--- config.mk ---
export PLATFORM = sky130hd
export DESIGN_NAME = sm4_block_cipher
export DESIGN_NICKNAME = d
export VERILOG_FILES = /design/src/rtl/core/sm4_pkg.sv /design/src/rtl/core/sm4_rk_mem.sv /design/src/rtl/core/sm4_round.sv /design/src/rtl/core/sm4_ctrl.sv /design/src/rtl/core/sm4_block_cipher.sv
export SDC_FILE = /design/constraint.sdc
export NUM_CORES = 2
export LEC_CHECK = 0
export BUFFER_PORTS_ARGS = -buffer_cell sky130_fd_sc_hd__buf_2
export CAP_MARGIN = 20
export CORE_ASPECT_RATIO = 1.75
export CORE_MARGIN = 2
export CORE_UTILIZATION = 60
export CTS_BUF_LIST = sky130_fd_sc_hd__clkbuf_8
export DETAILED_ROUTE_END_ITERATION = 10
export GPL_TIMING_DRIVEN = 0
export PLACE_DENSITY = 0.78
export SLEW_MARGIN = 10
export SYNTH_ARGS = -nofsm -noshare
export SYNTH_HDL_FRONTEND = slang
export SYNTH_SLANG_ARGS = --single-unit
--- constraint.sdc ---
create_clock -name clk -period 16.37 [get_ports clk]
set_input_delay 1.637 -clock clk [delete_from_list [all_inputs] [get_ports clk]]
set_output_delay 1.637 -clock clk [all_outputs]
set_load 0.02 [all_outputs]
--- src/rtl/core/sm4_pkg.sv ---
`default_nettype none
package sm4_pkg;

  // round count and counter width
  localparam int ROUNDS = 32;
  localparam int RND_W  = $clog2(ROUNDS);

  // configuration register indexes
  localparam logic [1:0] CFG_KEY_HIGH = 2'd0;
  localparam logic [1:0] CFG_KEY_LOW  = 2'd1;
  localparam logic [1:0] CFG_MODE     = 2'd2;

  // system parameter words
  localparam logic [31:0] FK0 = 32'ha3b1bac6;
  localparam logic [31:0] FK1 = 32'h56aa3350;
  localparam logic [31:0] FK2 = 32'h677d9197;
  localparam logic [31:0] FK3 = 32'hb27022dc;

  // sequencer states
  typedef enum logic [1:0] {
    ST_KLOAD,
    ST_KEXP,
    ST_IDLE,
    ST_ENC
  } state_t;

  // controls from sequencer to round datapath
  typedef struct packed {
    logic             load_key;
    logic             load_blk;
    logic             step;
    logic             key_mode;
    logic [RND_W-1:0] rnd;
  } ctl_t;

  // round constants for the key schedule
  localparam logic [31:0] CK_TABLE [ROUNDS] = '{
    32'h00070e15, 32'h1c232a31, 32'h383f464d, 32'h545b6269,
    32'h70777e85, 32'h8c939aa1, 32'ha8afb6bd, 32'hc4cbd2d9,
    32'he0e7eef5, 32'hfc030a11, 32'h181f262d, 32'h343b4249,
    32'h50575e65, 32'h6c737a81, 32'h888f969d, 32'ha4abb2b9,
    32'hc0c7ced5, 32'hdce3eaf1, 32'hf8ff060d, 32'h141b2229,
    32'h30373e45, 32'h4c535a61, 32'h686f767d, 32'h848b9299,
    32'ha0a7aeb5, 32'hbcc3cad1, 32'hd8dfe6ed, 32'hf4fb0209,
    32'h10171e25, 32'h2c333a41, 32'h484f565d, 32'h646b7279
  };

  // s-box
  localparam logic [7:0] SBOX [256] = '{
    8'hd6,8'h90,8'he9,8'hfe,8'hcc,8'he1,8'h3d,8'hb7,8'h16,8'hb6,8'h14,8'hc2,8'h28,8'hfb,8'h2c,8'h05,
    8'h2b,8'h67,8'h9a,8'h76,8'h2a,8'hbe,8'h04,8'hc3,8'haa,8'h44,8'h13,8'h26,8'h49,8'h86,8'h06,8'h99,
    8'h9c,8'h42,8'h50,8'hf4,8'h91,8'hef,8'h98,8'h7a,8'h33,8'h54,8'h0b,8'h43,8'hed,8'hcf,8'hac,8'h62,
    8'he4,8'hb3,8'h1c,8'ha9,8'hc9,8'h08,8'he8,8'h95,8'h80,8'hdf,8'h94,8'hfa,8'h75,8'h8f,8'h3f,8'ha6,
    8'h47,8'h07,8'ha7,8'hfc,8'hf3,8'h73,8'h17,8'hba,8'h83,8'h59,8'h3c,8'h19,8'he6,8'h85,8'h4f,8'ha8,
    8'h68,8'h6b,8'h81,8'hb2,8'h71,8'h64,8'hda,8'h8b,8'hf8,8'heb,8'h0f,8'h4b,8'h70,8'h56,8'h9d,8'h35,
    8'h1e,8'h24,8'h0e,8'h5e,8'h63,8'h58,8'hd1,8'ha2,8'h25,8'h22,8'h7c,8'h3b,8'h01,8'h21,8'h78,8'h87,
    8'hd4,8'h00,8'h46,8'h57,8'h9f,8'hd3,8'h27,8'h52,8'h4c,8'h36,8'h02,8'he7,8'ha0,8'hc4,8'hc8,8'h9e,
    8'hea,8'hbf,8'h8a,8'hd2,8'h40,8'hc7,8'h38,8'hb5,8'ha3,8'hf7,8'hf2,8'hce,8'hf9,8'h61,8'h15,8'ha1,
    8'he0,8'hae,8'h5d,8'ha4,8'h9b,8'h34,8'h1a,8'h55,8'had,8'h93,8'h32,8'h30,8'hf5,8'h8c,8'hb1,8'he3,
    8'h1d,8'hf6,8'he2,8'h2e,8'h82,8'h66,8'hca,8'h60,8'hc0,8'h29,8'h23,8'hab,8'h0d,8'h53,8'h4e,8'h6f,
    8'hd5,8'hdb,8'h37,8'h45,8'hde,8'hfd,8'h8e,8'h2f,8'h03,8'hff,8'h6a,8'h72,8'h6d,8'h6c,8'h5b,8'h51,
    8'h8d,8'h1b,8'haf,8'h92,8'hbb,8'hdd,8'hbc,8'h7f,8'h11,8'hd9,8'h5c,8'h41,8'h1f,8'h10,8'h5a,8'hd8,
    8'h0a,8'hc1,8'h31,8'h88,8'ha5,8'hcd,8'h7b,8'hbd,8'h2d,8'h74,8'hd0,8'h12,8'hb8,8'he5,8'hb4,8'hb0,
    8'h89,8'h69,8'h97,8'h4a,8'h0c,8'h96,8'h77,8'h7e,8'h65,8'hb9,8'hf1,8'h09,8'hc5,8'h6e,8'hc6,8'h84,
    8'h18,8'hf0,8'h7d,8'hec,8'h3a,8'hdc,8'h4d,8'h20,8'h79,8'hee,8'h5f,8'h3e,8'hd7,8'hcb,8'h39,8'h48
  };

  // byte-wise s-box substitution
  function automatic logic [31:0] tau(input logic [31:0] a);
    return {SBOX[a[31:24]], SBOX[a[23:16]], SBOX[a[15:8]], SBOX[a[7:0]]};
  endfunction

  // linear transform of the data rounds
  function automatic logic [31:0] lin_data(input logic [31:0] b);
    return b ^ {b[29:0], b[31:30]} ^ {b[21:0], b[31:22]}
             ^ {b[13:0], b[31:14]} ^ {b[7:0], b[31:8]};
  endfunction

  // linear transform of the key schedule
  function automatic logic [31:0] lin_key(input logic [31:0] b);
    return b ^ {b[18:0], b[31:19]} ^ {b[8:0], b[31:9]};
  endfunction

endpackage
`default_nettype wire

--- src/rtl/core/sm4_rk_mem.sv ---
`default_nettype none
module sm4_rk_mem (
  input  wire logic                       clk,
  input  wire logic                       we,
  input  wire logic [sm4_pkg::RND_W-1:0]  waddr,
  input  wire logic [31:0]                wdata,
  input  wire logic [sm4_pkg::RND_W-1:0]  raddr,
  output logic      [31:0]                rdata
);

  logic [31:0] mem [sm4_pkg::ROUNDS];

  // write port
  always_ff @(posedge clk) begin
    if (we) begin
      mem[waddr] <= wdata;
    end
  end

  // registered read port
  always_ff @(posedge clk) begin
    rdata <= mem[raddr];
  end

endmodule
`default_nettype wire

--- src/rtl/core/sm4_round.sv ---
`default_nettype none
module sm4_round (
  input  wire logic            clk,
  input  wire sm4_pkg::ctl_t   ctl,
  input  wire logic [63:0]     key_high,
  input  wire logic [63:0]     key_low,
  input  wire logic [63:0]     blk_high,
  input  wire logic [63:0]     blk_low,
  input  wire logic [31:0]     rk,
  output logic      [31:0]     new_word,
  output logic      [63:0]     res_high,
  output logic      [63:0]     res_low
);

  logic [31:0] w_r [4];
  logic [31:0] t;
  logic [31:0] s;
  logic [31:0] lin;

  // shared round function: key schedule or data round
  always_comb begin
    t        = w_r[1] ^ w_r[2] ^ w_r[3] ^ (ctl.key_mode ? sm4_pkg::CK_TABLE[ctl.rnd] : rk);
    s        = sm4_pkg::tau(t);
    lin      = ctl.key_mode ? sm4_pkg::lin_key(s) : sm4_pkg::lin_data(s);
    new_word = w_r[0] ^ lin;
  end

  // word shift register
  always_ff @(posedge clk) begin
    if (ctl.load_key) begin
      w_r[0] <= key_high[63:32] ^ sm4_pkg::FK0;
      w_r[1] <= key_high[31:0]  ^ sm4_pkg::FK1;
      w_r[2] <= key_low[63:32]  ^ sm4_pkg::FK2;
      w_r[3] <= key_low[31:0]   ^ sm4_pkg::FK3;
    end else if (ctl.load_blk) begin
      w_r[0] <= blk_high[63:32];
      w_r[1] <= blk_high[31:0];
      w_r[2] <= blk_low[63:32];
      w_r[3] <= blk_low[31:0];
    end else if (ctl.step) begin
      w_r[0] <= w_r[1];
      w_r[1] <= w_r[2];
      w_r[2] <= w_r[3];
      w_r[3] <= new_word;
    end
  end

  // result words in reversed order
  assign res_high = {w_r[3], w_r[2]};
  assign res_low  = {w_r[1], w_r[0]};

endmodule
`default_nettype wire

--- src/rtl/core/sm4_ctrl.sv ---
`default_nettype none
module sm4_ctrl (
  input  wire logic                       clk,
  input  wire logic                       rst_n,
  input  wire logic                       start,
  input  wire logic                       rekey,
  input  wire logic                       mode,
  output logic                            busy,
  output logic                            out_valid,
  output sm4_pkg::ctl_t                   ctl,
  output logic                            mem_we,
  output logic      [sm4_pkg::RND_W-1:0]  mem_raddr
);

  localparam logic [sm4_pkg::RND_W-1:0] RND_LAST = sm4_pkg::RND_W'(sm4_pkg::ROUNDS - 1);

  sm4_pkg::state_t           state_r, state_nxt;
  logic [sm4_pkg::RND_W-1:0] rnd_r, rnd_nxt;
  logic                      out_valid_r, out_valid_nxt;
  logic [sm4_pkg::RND_W-1:0] rd_rnd;

  // state, round counter and result strobe
  always_ff @(posedge clk) begin
    if (!rst_n) begin
      state_r     <= sm4_pkg::ST_KLOAD;
      rnd_r       <= '0;
      out_valid_r <= 1'b0;
    end else begin
      state_r     <= state_nxt;
      rnd_r       <= rnd_nxt;
      out_valid_r <= out_valid_nxt;
    end
  end

  // next state and controls
  always_comb begin
    state_nxt     = state_r;
    rnd_nxt       = rnd_r;
    out_valid_nxt = 1'b0;
    ctl           = '0;
    ctl.rnd       = rnd_r;
    mem_we        = 1'b0;
    rd_rnd        = '0;
    case (state_r)
      sm4_pkg::ST_KLOAD: begin
        ctl.load_key = 1'b1;
        ctl.key_mode = 1'b1;
        rnd_nxt      = '0;
        state_nxt    = sm4_pkg::ST_KEXP;
      end
      sm4_pkg::ST_KEXP: begin
        ctl.step     = 1'b1;
        ctl.key_mode = 1'b1;
        mem_we       = 1'b1;
        rnd_nxt      = rnd_r + 1'b1;
        if (rnd_r == RND_LAST) begin
          state_nxt = sm4_pkg::ST_IDLE;
        end
      end
      sm4_pkg::ST_IDLE: begin
        // first round key is fetched while waiting
        rd_rnd = '0;
        if (start) begin
          ctl.load_blk = 1'b1;
          rnd_nxt      = '0;
          state_nxt    = sm4_pkg::ST_ENC;
        end
      end
      sm4_pkg::ST_ENC: begin
        ctl.step = 1'b1;
        rd_rnd   = rnd_r + 1'b1;
        rnd_nxt  = rnd_r + 1'b1;
        if (rnd_r == RND_LAST) begin
          out_valid_nxt = 1'b1;
          state_nxt     = sm4_pkg::ST_IDLE;
        end
      end
      default: begin
        state_nxt = sm4_pkg::ST_KLOAD;
      end
    endcase
    // a key or mode write restarts the schedule
    if (rekey) begin
      state_nxt     = sm4_pkg::ST_KLOAD;
      out_valid_nxt = 1'b0;
    end
  end

  // decryption walks the key store backwards
  assign mem_raddr = mode ? (RND_LAST - rd_rnd) : rd_rnd;
  assign busy      = (state_r != sm4_pkg::ST_IDLE);
  assign out_valid = out_valid_r;

endmodule
`default_nettype wire

--- src/rtl/core/sm4_block_cipher.sv ---
// SM4 block cipher, 128-bit block, ECB.
// Configuration: cfg_we writes cfg_data to register cfg_index (0 key bits 127..64,
// 1 key bits 63..0, 2 mode: bit 0, 0 encrypt and 1 decrypt); index 3 is ignored.
// Each write to index 0, 1 or 2 starts the key schedule: a key load state, then one
// round key per cycle written to the 32-entry round key memory. busy is high
// meanwhile. After reset the schedule runs once on the all-zero key.
// Input: an item is taken at a clock edge with start high and busy low; the
// block words come on in_block_high / in_block_low at that edge only.
// Processing: 32 rounds, one per cycle, each round key fetched ahead of its
// round through the registered memory read port. The result appears on
// out_high / out_low with out_valid high for one cycle once the last round
// is done. busy drops in that same cycle, so a new item may be started there;
// the single round unit takes no new item before the last one is finished.
// The receiver cannot stall; out_valid is a one-cycle strobe.
// Reset (rst_n low, synchronous) clears the key and mode and aborts any item.
`default_nettype none
module sm4_block_cipher (
  input  wire logic        clk,
  input  wire logic        rst_n,
  input  wire logic        start,
  output logic             busy,
  input  wire logic [63:0] in_block_high,
  input  wire logic [63:0] in_block_low,
  output logic             out_valid,
  output logic      [63:0] out_high,
  output logic      [63:0] out_low,
  input  wire logic        cfg_we,
  input  wire logic [1:0]  cfg_index,
  input  wire logic [63:0] cfg_data
);

  logic [63:0]               key_high_r;
  logic [63:0]               key_low_r;
  logic                      mode_r;
  logic                      rekey;
  sm4_pkg::ctl_t             ctl;
  logic                      mem_we;
  logic [sm4_pkg::RND_W-1:0] mem_raddr;
  logic [31:0]               rk;
  logic [31:0]               new_word;

  // configuration registers
  always_ff @(posedge clk) begin
    if (!rst_n) begin
      key_high_r <= '0;
      key_low_r  <= '0;
      mode_r     <= 1'b0;
    end else if (cfg_we) begin
      case (cfg_index)
        sm4_pkg::CFG_KEY_HIGH: key_high_r <= cfg_data;
        sm4_pkg::CFG_KEY_LOW:  key_low_r  <= cfg_data;
        sm4_pkg::CFG_MODE:     mode_r     <= cfg_data[0];
        default: ;
      endcase
    end
  end

  // any write within the register list reruns the schedule
  assign rekey = cfg_we && (cfg_index == sm4_pkg::CFG_KEY_HIGH ||
                            cfg_index == sm4_pkg::CFG_KEY_LOW ||
                            cfg_index == sm4_pkg::CFG_MODE);

  sm4_ctrl u_ctrl (
    .clk       (clk),
    .rst_n     (rst_n),
    .start     (start),
    .rekey     (rekey),
    .mode      (mode_r),
    .busy      (busy),
    .out_valid (out_valid),
    .ctl       (ctl),
    .mem_we    (mem_we),
    .mem_raddr (mem_raddr)
  );

  sm4_rk_mem u_rk_mem (
    .clk   (clk),
    .we    (mem_we),
    .waddr (ctl.rnd),
    .wdata (new_word),
    .raddr (mem_raddr),
    .rdata (rk)
  );

  sm4_round u_round (
    .clk      (clk),
    .ctl      (ctl),
    .key_high (key_high_r),
    .key_low  (key_low_r),
    .blk_high (in_block_high),
    .blk_low  (in_block_low),
    .rk       (rk),
    .new_word (new_word),
    .res_high (out_high),
    .res_low  (out_low)
  );

endmodule
`default_nettype wire

==> results.tsv, run 1 <==
stage	metric	value	unit
status	status	did not finish	
status	lastStage	5_1_grt	
status	first-error	[ERROR GRT-0116] Global routing finished with congestion. Check the congestion regions in the DRC Viewer.	
global_routing	grt_pass1_wl	633	mm
cts	cts-buffers-inserted	175	
global_routing	grt_pass1_vias	72162	
global_routing	grt_max_degree	53	
logic_synthesis	ys_seq_area_share	55.2	%
cts	cts_resized	0	
global_routing	grt-ovfl-total	901	
logic_synthesis	ys_types	124	
place	dp_hpwl	267	mm
logic_synthesis	synth_seq_cells	1321	
logic_synthesis	yosysWarnings	0	
place	gp_congestion	1.17	
logic_synthesis	synth.area.top_cells	edfxtp_1, mux4_2, dfxtp_1, nand2_1, a21oi_1	
place	io_buffers	326	
logic_synthesis	synth_largest_area_cell	edfxtp_1	
cts	cts_hold_buf	0	
logic_synthesis	async_flop_share	0	%
logic_synthesis	ys.flop_type	edfxtp_1	
floorplanning	io_pins	328	
logic_synthesis	avgSynthCellArea	12.8	um2
floorplanning	die_h	452	um
global_routing	grt_usage	76.4	%
cts	clock_sinks	1321	
logic_synthesis	synth_edf_count	1152	
logic_synthesis	syn_nets	5641	
cts	cts.htree.levels	4	
floorplanning	die_w	260	um
logic_synthesis	synth_area	68800	um2
cts	cts.path.max_buffers	3	
cts	root_buffer	clkbuf_8	
floorplanning	initial_core_util	60.4	%
logic_synthesis	syn_inst	5385	
cts	postCtsSetupRepairBufs	0	
place	dpl_cell_area	74700	um2
place	place_worst_setup_slack	8.25	ns
logic_synthesis	synth_top_cell_area_share	50.3	%
floorplanning	row_count	164	
cell families after synthesis:
| group | after synthesis | share of synthesized area, % |
|---|---|---|
| AO/OA/AOI/OAI | 1500 | 15.2 |
| flip-flops | 1321 | 55.2 |
| adder cells (fa/ha/maj) | 59 | 1.07 |
| XOR/XNOR | 244 | 4.30 |
| buffers and inverters | 505 | 3.35 |
| AND/OR/NAND/NOR | 1308 | 8.33 |
| multiplexers | 448 | 12.6 |
layer usage:
metal | overflow | track usage, %
met5 | 2 | 29.4
met2 | 518 | 93.4
met1 | 16 | 76.4
met4 | 334 | 77.2
met3 | 31 | 59.5
synthesized netlist by cell type, types with 24 or more instances:
| library cell | instances |
|---|---|
| o221ai_1 | 34 |
| a31oi_1 | 50 |
| buf_1 | 48 |
| xnor3_1 | 31 |
| a311oi_1 | 47 |
| ha_1 | 58 |
| a2111oi_0 | 24 |
| edfxtp_1 | 1152 |
| xnor2_1 | 116 |
| mux2_2 | 64 |
| a21oi_1 | 356 |
| mux4_2 | 323 |
| a21boi_0 | 131 |
| a22oi_1 | 65 |
| a221oi_1 | 48 |
| a21o_1 | 35 |
| buf_2 | 164 |
| xor2_1 | 57 |
| buf_4 | 29 |
| clkbuf_1 | 220 |
| mux2i_1 | 55 |
| nand2_1 | 607 |
| dfxtp_1 | 169 |
| o22ai_1 | 57 |
| nor3_1 | 86 |
| o21ai_0 | 251 |
| nand4_1 | 29 |
| o211ai_1 | 58 |
| nor2_1 | 319 |
| nand3_1 | 114 |
| a211oi_1 | 72 |
through the flow:
stage,cells,hold slack [ns]
after floorplan,5385,0.440
after global placement,7205,0.448
after detailed placement,7316,0.459
after CTS,7637,0.468
==> inputs of run 2 (changes only) <==
- CORE_ASPECT_RATIO: 1.75 -> unset
- CORE_UTILIZATION: 60 -> 40
- CTS_BUF_LIST: sky130_fd_sc_hd__clkbuf_8 -> unset
- PLACE_DENSITY: 0.78 -> unset
- PLACE_DENSITY_LB_ADDON: unset -> 0.15
==> run 2 against run 1 <==
Effect of this change: synthesized cell count is the same; the run now ends clean; synthesized area unchanged.
==> results.tsv, run 2 <==
stage	metric	value	unit	change
status	status	completed		
drt	drc	0		
place	place_worst_setup_slack	8.29	ns	+0.0386 ns
worst_setup_path	start_kind	flip-flop		
logic_synthesis	synth_seq_cells	1321		unchanged
worst_setup_path	r2r-start	u_ctrl.state_r[1]$_SDFFE_PP0P_		
timing	skew	0.0477	ns	
worst_setup_path	rr_worst_depth	22		
drt	first_pass_iters	6		
floorplanning	row_count	152		-7.3%
floorplanning	core	171000	um2	
timing	fmax	0.118	GHz	
drt	viasPerCell	6.65		
worst_setup_path	rr_endpoint	u_rk_mem.mem[11][28]$_DFFE_PP_		
cts	cts_tree	yes		
cts	cts-buffers-inserted	145		-17%
global_routing	grt_pass1_vias	52587		
logic_synthesis	ys_seq_area_share	55.2	%	unchanged
logic_synthesis	async_flop_share	0	%	unchanged
cells_and_area	drive_above_1_share	23.6	%	
cells_and_area	largest_register	u_rk_mem.mem		
cells_and_area	reg_top3	u_rk_mem.mem (1024), u_round.w_r (128)		
place	dp_hpwl	245	mm	-8.2%
floorplanning	die_h	419	um	-7.4%
place	io_buffers	326		unchanged
timing	setup_viol	0		
timing	fin_ws	7.91	ns	
drt	drt-initial-drc-count	8401		
timing	fin_tns_setup	0	ns	
logic_synthesis	synth_area	68800	um2	unchanged
logic_synthesis	avgSynthCellArea	12.8	um2	unchanged
cts	clkTransAtPathRegs	0.06	ns	
worst_setup_path	end_kind	flip-flop		
logic_synthesis	synth_edf_count	1152		unchanged
drt	drt-total-wl	332	mm	
timing	slew_headroom	16.9	%	
timing	rsz0062_at_grt	false		
drt	drtAntennaViolNets	0		
cts	clock_latency	0.83	ns	
floorplanning	die_w	419	um	+61%
floorplanning	io_pins	328		unchanged
cts	postCtsSetupRepairBufs	0		unchanged
cells_and_area	nets	6240		
worst_setup_path	crit_end	u_rk_mem.mem[11][28]$_DFFE_PP_		
worst_hold_path	hp-class	reg2reg		
cts	cts_hold_buf	0		unchanged
global_routing	grt-ovfl-total	0		
cells_and_area	final_cell_mix	edfxtp_1, nand2_1, buf_2, a21oi_1, mux4_2		
logic_synthesis	ys.flop_type	edfxtp_1		
logic_synthesis	synth.area.top_cells	edfxtp_1, mux4_2, dfxtp_1, nand2_1, a21oi_1		
worst_setup_path	rrSetupSlack	7.91	ns	
cts	root_buffer	clkbuf_16		
cells_and_area	layout_commonest_cell	edfxtp_1		
cts	clock_sinks	1321		unchanged
cells_and_area	syn_to_final_growth	16.9	%	
timing	layout_min_cycle_time	8.46	ns	
global_routing	antenna_found_initial	24		
logic_synthesis	syn_nets	5641		unchanged
worst_setup_path	critPathLaunch	u_ctrl.state_r[1]$_SDFFE_PP0P_		
logic_synthesis	synth_largest_area_cell	edfxtp_1		
logic_synthesis	yosysWarnings	0		unchanged
timing	worst_slew_pin_slew	1.23	ns	
worst_setup_path	cp_data_required_time	17.02	ns	
logic_synthesis	synth_top_cell_area_share	50.3	%	unchanged
cts	cts.htree.levels	4		unchanged
cells_and_area	largest_reg_flops	1024		
logic_synthesis	syn_inst	5385		unchanged
floorplanning	die-area	175000	um2	
worst_setup_path	arrival	9.11	ns	
drt	avgRoutedWirePerCell	39.4	um	
cts	cts.path.max_buffers	3		unchanged
global_routing	grt_max_degree	35		
timing	drv_slew	0		
logic_synthesis	synthTopCellsByCount	edfxtp_1, nand2_1, a21oi_1		
timing	final-hold-violation-count	0		
drt	num_vias	56038		
run	drv_cap	0		
place	gp_congestion	1.01		-13%
global_routing	grt_pass1_wl	448	mm	
cts	cts_resized	0		unchanged
floorplanning	initial_core_util	40.2	%	-20 points
timing	layout_worst_path_cycle_share	51.7	%	
logic_synthesis	ys_types	124		unchanged
worst_setup_path	critical_path_class	reg2reg		
worst_hold_path	worstHoldPathCells	2		
logic_synthesis	synth_most_common_cell	edfxtp_1		
worst_setup_path	path_max_fanout	20		
global_routing	grt_usage	37.1	%	
==> run 2: logic make-up after synthesis <==
logic type               Yosys count  share of synthesized area [%]
AO/OA/AOI/OAI                   1500                           15.2
buffers and inverters            505                           3.35
adder cells (fa/ha/maj)           59                           1.07
AND/OR/NAND/NOR                 1308                           8.33
multiplexers                     448                           12.6
flip-flops                      1321                           55.2
XOR/XNOR                         244                           4.30
==> run 2: layout make-up <==
type / instances / area (um2)
Antenna cell: 22 / 55.1
Buffer: 474 / 2190
Clock buffer: 186 / 3850
Clock inverter: 72 / 707
Fill cell: 15521 / 90900
Inverter: 31 / 119
Multi-Input combinational cell: 3559 / 29200
Sequential cell: 1321 / 38000
Tap cell: 2310 / 2890
Timing Repair Buffer: 452 / 3530
==> run 2: worst max-delay path, stage by stage, from the launching register on <==
cell	delay (ns)
dfxtp_1	0.52
buf_6	0.24
buf_6	0.25
and2_1	0.30
xnor3_1	0.55
inv_2	0.14
buf_4	0.22
buf_2	0.53
ha_1	0.28
clkbuf_1	0.50
buf_1	0.65
clkbuf_1	0.55
o21ai_0	0.19
a221oi_1	0.66
o41ai_1	0.19
o211ai_2	0.68
xor2_2	0.20
xnor2_2	0.24
xnor2_1	0.14
mux2i_1	0.16
xnor2_2	0.54
buf_6	0.26
buf_6	0.21
==> run 2: stage by stage <==
| step | cells | util (%) | area, um2 | hold slack [ns] |
|---|---|---|---|---|
| after floorplan | 5385 | - | 68800 | 0.440 |
| after global placement | 8021 | 42.8 | 73400 | 0.449 |
| after detailed placement | 8132 | 44.2 | 75700 | 0.456 |
| after CTS | 8390 | 46.8 | 80200 | 0.463 |
| after global routing | 8413 | 46.9 | 80400 | 0.481 |
| final | 8427 | 47.0 | 80500 | 0.459 |
==> run 2: worst min path at each step <==
| stage | startpoint | endpoint | slack (ns) |
|---|---|---|---|
| 2_1_floorplan | key_high_r[12]$_SDFFE_PN0P_ | key_high_r[12]$_SDFFE_PN0P_ | 0.44 |
| 5_1_grt | key_high_r[26]$_SDFFE_PN0P_ | key_high_r[26]$_SDFFE_PN0P_ | 0.48 |
| 3_3_place_gp | key_high_r[23]$_SDFFE_PN0P_ | key_high_r[23]$_SDFFE_PN0P_ | 0.45 |
| 6_report | key_high_r[26]$_SDFFE_PN0P_ | key_high_r[26]$_SDFFE_PN0P_ | 0.46 |
| 4_1_cts | key_high_r[25]$_SDFFE_PN0P_ | key_high_r[25]$_SDFFE_PN0P_ | 0.46 |
| 3_5_place_dp | key_high_r[25]$_SDFFE_PN0P_ | key_high_r[25]$_SDFFE_PN0P_ | 0.46 |
==> run 2: metal layers <==
layer  vias to the layer above  share of wire (%)  global-route usage [%]
met5                         -              0.021                       0
met2                      3841                 44                    55.3
met4                        10                5.5                    17.3
met3                       861                 10                    8.83
li1                      22385                  -                       -
met1                     28941                 40                    51.0
Power of run 2 is not shown: default switching activity piles up to over one toggle a cycle in this logic, so the estimate is an artifact.
